==> src/rtl/core/hnm_pkg.sv <==
// ----------------------------------------------------------------------------
// hnm_pkg
// Shared constants, codes and types of the hierarchy node mapper.
// ----------------------------------------------------------------------------
package hnm_pkg;

  localparam int NODES_DEF    = 255;
  localparam int KEY_BITS_DEF = 32;
  localparam int KEY_FIELD_W  = 32;
  localparam int PORT_W       = 8;
  localparam int EMPTY_PORT   = 255;

  // operation field codes
  localparam logic OP_LOAD = 1'b0;
  localparam logic OP_MAP  = 1'b1;

  typedef enum logic [1:0] {
    STAT_OK         = 2'd0,
    STAT_TGT_FULL   = 2'd1,
    STAT_SRC_FULL   = 2'd2,
    STAT_BAD_PARENT = 2'd3
  } hnm_status_t;

  typedef enum logic [2:0] {
    S_IDLE,
    S_CHECK,
    S_PARENT,
    S_SEARCH,
    S_OUT
  } hnm_state_t;

  // flags of the search token that walks the cell row
  typedef struct packed {
    logic valid;
    logic hit;
  } hnm_tok_t;

endpackage

==> src/rtl/core/hnm_cell.sv <==
// ----------------------------------------------------------------------------
// hnm_cell
// One target table entry plus one stage of the search token row.
// ----------------------------------------------------------------------------
module hnm_cell #(
  parameter int IW  = hnm_pkg::PORT_W,
  parameter int KW  = hnm_pkg::KEY_BITS_DEF,
  parameter int IDX = 0
) (
  input  logic             clk,
  input  logic             rst_n,
  input  logic             wr_en,
  input  logic [IW-1:0]    wr_addr,
  input  logic [KW-1:0]    wr_key,
  input  logic [IW-1:0]    wr_par,
  input  logic [KW-1:0]    srch_key,
  input  logic [IW-1:0]    srch_sp,
  input  logic [IW-1:0]    orig_cnt,
  input  hnm_pkg::hnm_tok_t tok_in,
  input  logic [IW-1:0]    port_in,
  output hnm_pkg::hnm_tok_t tok_out,
  output logic [IW-1:0]    port_out
);
  import hnm_pkg::*;

  localparam logic [IW-1:0] MY_IDX = IW'(IDX);

  logic [KW-1:0] key_r, key_nxt;
  logic [IW-1:0] par_r, par_nxt;
  hnm_tok_t      tok_r, tok_nxt;
  logic [IW-1:0] port_r, port_nxt;
  logic          match;

  always_comb begin
    key_nxt = key_r;
    par_nxt = par_r;
    if (wr_en && (wr_addr == MY_IDX)) begin
      key_nxt = wr_key;
      par_nxt = wr_par;
    end
  end

  // only original entries above the searched parent take part
  assign match = tok_in.valid && !tok_in.hit && (key_r == srch_key) &&
                 (par_r == srch_sp) && (MY_IDX > srch_sp) && (MY_IDX < orig_cnt);

  always_comb begin
    tok_nxt.valid = tok_in.valid;
    tok_nxt.hit   = tok_in.hit | match;
    port_nxt      = tok_in.hit ? port_in : MY_IDX;
  end

  always_ff @(posedge clk) begin
    key_r  <= key_nxt;
    par_r  <= par_nxt;
    port_r <= port_nxt;
    if (!rst_n) begin
      tok_r <= '0;
    end else begin
      tok_r <= tok_nxt;
    end
  end

  assign tok_out  = tok_r;
  assign port_out = port_r;

endmodule

==> config.mk <==
export PLATFORM = sky130hd
export DESIGN_NAME = hnm_cell
export DESIGN_NICKNAME = d
export VERILOG_FILES = /design/src/rtl/core/hnm_pkg.sv /design/src/rtl/core/hnm_cell.sv
export SDC_FILE = /design/constraint.sdc
export NUM_CORES = 1
export LEC_CHECK = 0
export BUFFER_PORTS_ARGS = -buffer_cell sky130_fd_sc_hd__buf_2
export CORE_MARGIN = 2
export CORE_UTILIZATION = 14
export DETAILED_ROUTE_END_ITERATION = 6
export HOLD_SLACK_MARGIN = 0.06
export PLACE_DENSITY = 0.81
export REMOVE_ABC_BUFFERS = 1
export SLEW_MARGIN = 20
export SYNTH_ARGS = -nofsm -noshare
export SYNTH_HDL_FRONTEND = slang
export SYNTH_SLANG_ARGS = --single-unit
==> constraint.sdc <==
create_clock -name clk -period 0.8 [get_ports clk]
set_input_delay 0.16 -clock clk [delete_from_list [all_inputs] [get_ports clk]]
set_output_delay 0.16 -clock clk [all_outputs]
set_load 0.1 [all_outputs]
# After elaboration in Yosys (flattened, before gate mapping)
# Index checks and enable logic that the tools add are counted.
# classes
order_cmp,2
n_eq_ne,2
bitwise_logic,1
reduce_logical,8
# ops
operator,n
32-bit equality test,1
8-bit equality test,1
1-bit by 8-bit greater-than comparator with 1-bit output (first input constant),1
8-bit logical NOT,1
1-bit by 8-bit < comparator with 1-bit output (first input constant),1
1-bit logical AND,6
1-bit logical NOT,1
1-bit bitwise OR,1
# totals
reg_bits,50
inputBits,109
output_inout_bits,10

# Logic depth before layout (Yosys ltp)
# depth
depth_word,7
mapped_depth,1
mapped_depth_nobuf,1

# Least setup slack after synthesis
# OpenSTA, ideal clock, no wires.
# synth_timing
path_kind,flip-flop to output port
startpoint,register port_r[0] (netlist: port_out[0])
endpoint,output port_out[0]
arrival_ns,0.909
slack_ns,-0.269
stages_incl_launch_ff,1
cell_sequence,dfxtp_1
# synth_rtl
element,line_no,text
from (decl),hnm_cell.sv:31,"logic [IW-1:0] port_r, port_nxt;"
from (signal assigned),hnm_cell.sv:56,port_r <= port_nxt;
to (decl),hnm_cell.sv:22,output logic [IW-1:0] port_out
# No word-level cell between the ends.

# Worst setup path after layout
# layout_timing
startpoint,register tok_r (netlist bit tok_out[1])
endpoint,output tok_out[1] (netlist name)
# layout_rtl
element,line_no,text
from (decl),hnm_cell.sv:30,"hnm_tok_t tok_r, tok_nxt;"
from (signal assigned),hnm_cell.sv:60,tok_r <= tok_nxt;
to (decl),hnm_cell.sv:21,"output hnm_pkg::hnm_tok_t tok_out,"
# No word-level cell between the ends.

==> results.py <==
metrics = {
    "floorplanning": {
        "ios": 119,
        "die_x_um": 47.3,
        "die-height_um": 47.3,
        "core_sq_um": 1750,
        "start_util": 0.151,
        "die-area_sq_um": 2240,
        "rows": 15,
    },
    "timing": {
        "worst_pin_slew_ns": 0.124,
        "layout_setup_ws_ns": -0.123,
        "period_needed_ns": 0.923,
        "fmax_mhz": 1080,
        "hold_viol": 0,
        "setup_viol": 10,
        "whs_ns": 0.106,
        "slew_violations": 0,
        "rsz0062_at_grt": "yes",
        "fin_crit_sh": 1.15,
        "relSlewSlack": 0.918,
    },
    "critical_path": {
        "cp_max_fo": 1,
        "crit_family": "flip-flops",
        "crit_required_ns": 0.64,
        "critical-path-slowest-cell": "dfxtp_2",
        "critPathKind": "reg -> out",
        "max_stage_delay_ns": 0.34,
        "crit_chain": "buf_12",
        "cp-end-kind": "output port",
        "critPathLaunch": "tok_out[1]$_SDFF_PN0_",
        "worst_ep_arrival_time_ns": 0.76,
        "cp.depth": 1,
        "cp_num_buf_inv": 1,
        "worstSetupStartpointType": "register",
        "endpoint": "tok_out[1]",
    },
    "synthesis": {
        "ys_seq_area_frac": 0.762,
        "netlist_area_sq_um": 263,
        "ys.flop_type": "dfxtp_1",
        "synthTopCellsByCount": "10 x and2_1, 10 x dfxtp_1",
        "syn_inst": 20,
        "synth_seq_cells": 10,
        "synth_top_area_cell": "dfxtp_1",
        "synth_area_leaders": "dfxtp_1 76%, and2_1 24%",
        "synth_cell_type_count": 2,
        "async_flop_share": 0,
        "synth_area_per_cell_sq_um": 13.1,
        "synth_top_area_share": 0.762,
        "ys_warn_count": 0,
        "synth-edff-count": 0,
    },
    "pwr": {
        "vdd_ir_drop_max_mv": 1.21,
        "power.leakage_nw": 0.257,
        "power.density_nw_per_um2": 2080,
    },
    "route": {
        "drt-initial-drc-count": 1,
        "first_pass_iters": 2,
        "wl_per_cell_um": 8.12,
        "vias": 226,
        "routed_via_density": 3.28,
        "drc": 0,
        "wl_um": 560,
        "drtAntennaViolNets": 0,
    },
    "run_status": {
        "violations": "negative setup slack",
        "status": "finished with violations",
    },
    "placed_design": {
        "place_area_sq_um": 549,
        "numPortBuffers": 21,
        "place_ws_ns": 0.110,
        "routabilityCongestion": 0.582,
    },
    "clock_network": {
        "cts_hold_buf": 0,
        "h-tree-depth": 1,
        "cts_tree": "yes",
        "clock-sinks": 10,
        "clk_pin_slew_worst_paths_ns": 0.06,
        "root_buffer": "clkbuf_4",
        "cts_buffers": 3,
        "cts_buffer_depth": 2,
    },
    "global_route": {
        "grt_pass1_vias": 250,
        "overflow": 0,
        "antenna_found_initial": 0,
        "track_usage": 0.0660,
        "grt_max_degree": 10,
        "grt_pass1_wl_um": 903,
    },
    "flow_run": {
        "max-cap-violations": 0,
    },
    "layout": {
        "layout-drive-gt1-share": 0.773,
        "area_growth_pct": 122,
        "antenna_cells": 0,
        "finalNetCount": 155,
        "final_area_sq_um": 584,
    },
    "hold_path": {
        "min-delay-path-class": "in -> reg",
    },
}
==> metal layers <==
metal  up-vias  part of all wire  global-route usage
met5         -                 0                   0
met4         0                 0              0.0333
met3         0              0.11              0.0577
met2        16              0.56               0.127
met1       100              0.33              0.0389
li1        110                 -                   -
==> cells in the final DEF (no fill, tap or decap) <==
master / count
and2_1: 10
buf_12: 10
buf_2: 11
clkbuf_4: 3
dfxtp_2: 10
==> repair_timing <==
action,CTS,global route
setup endpoints to repair,10,10
setup buffers,0,0
cloned,0,0
gates resized for setup,10,0
==> per-stage QoR <==
| stage | instances | util | TNS [ns] | power, mW |
|---|---|---|---|---|
| 2_1_floorplan | 20 | - | -2.69 | 0.754 |
| 3_3_place_gp | 66 | 0.315 | 0 | 0.907 |
| 3_5_place_dp | 66 | 0.315 | 0 | 0.911 |
| 4_1_cts | 69 | 0.335 | -1.33 | 1.24 |
| 5_1_grt | 69 | 0.335 | -1.50 | 1.27 |
| 6_report | 69 | 0.335 | -1.17 | 1.21 |
==> cell type report <==
| type | instances | area, sq um |
|---|---|---|
| tap | 25 | 31.3 |
| fill | 181 | 1160 |
| multi-input combinational | 10 | 62.6 |
| timing repair buffer | 21 | 255 |
| clock buffer | 3 | 22.5 |
| sequential | 10 | 213 |
==> flip-flops by register name (all words and copies together) (netlist names) <==
signal / cells
port_out: 8
tok_out: 2
==> worst min path at each step <==
stage / cells past startpoint / startpoint / endpoint / slack [ns]
floorplan: 1 / tok_in[0] / port_out[0]$_SDFF_PN0_ / 0.28
global placement: 2 / port_in[1] / port_out[1]$_SDFF_PN0_ / 0.36
detailed placement: 2 / port_in[1] / port_out[1]$_SDFF_PN0_ / 0.36
CTS: 2 / port_in[1] / port_out[1]$_SDFF_PN0_ / 0.09
global route: 2 / tok_in[1] / tok_out[1]$_SDFF_PN0_ / 0.1
finish: 2 / port_in[1] / port_out[1]$_SDFF_PN0_ / 0.11
==> kinds of logic after synthesis <==
kind of cell     synth area share
AND/OR/NAND/NOR             0.238
flip-flops                  0.762
==> power by group <==
part	switching [mW]	internal (mW)	total, mW
sequential	0.0215	0.531	0.553
combinational	0.220	0.131	0.351
clock	0.138	0.172	0.310
No activity file was read; power rests on OpenSTA's default activity.
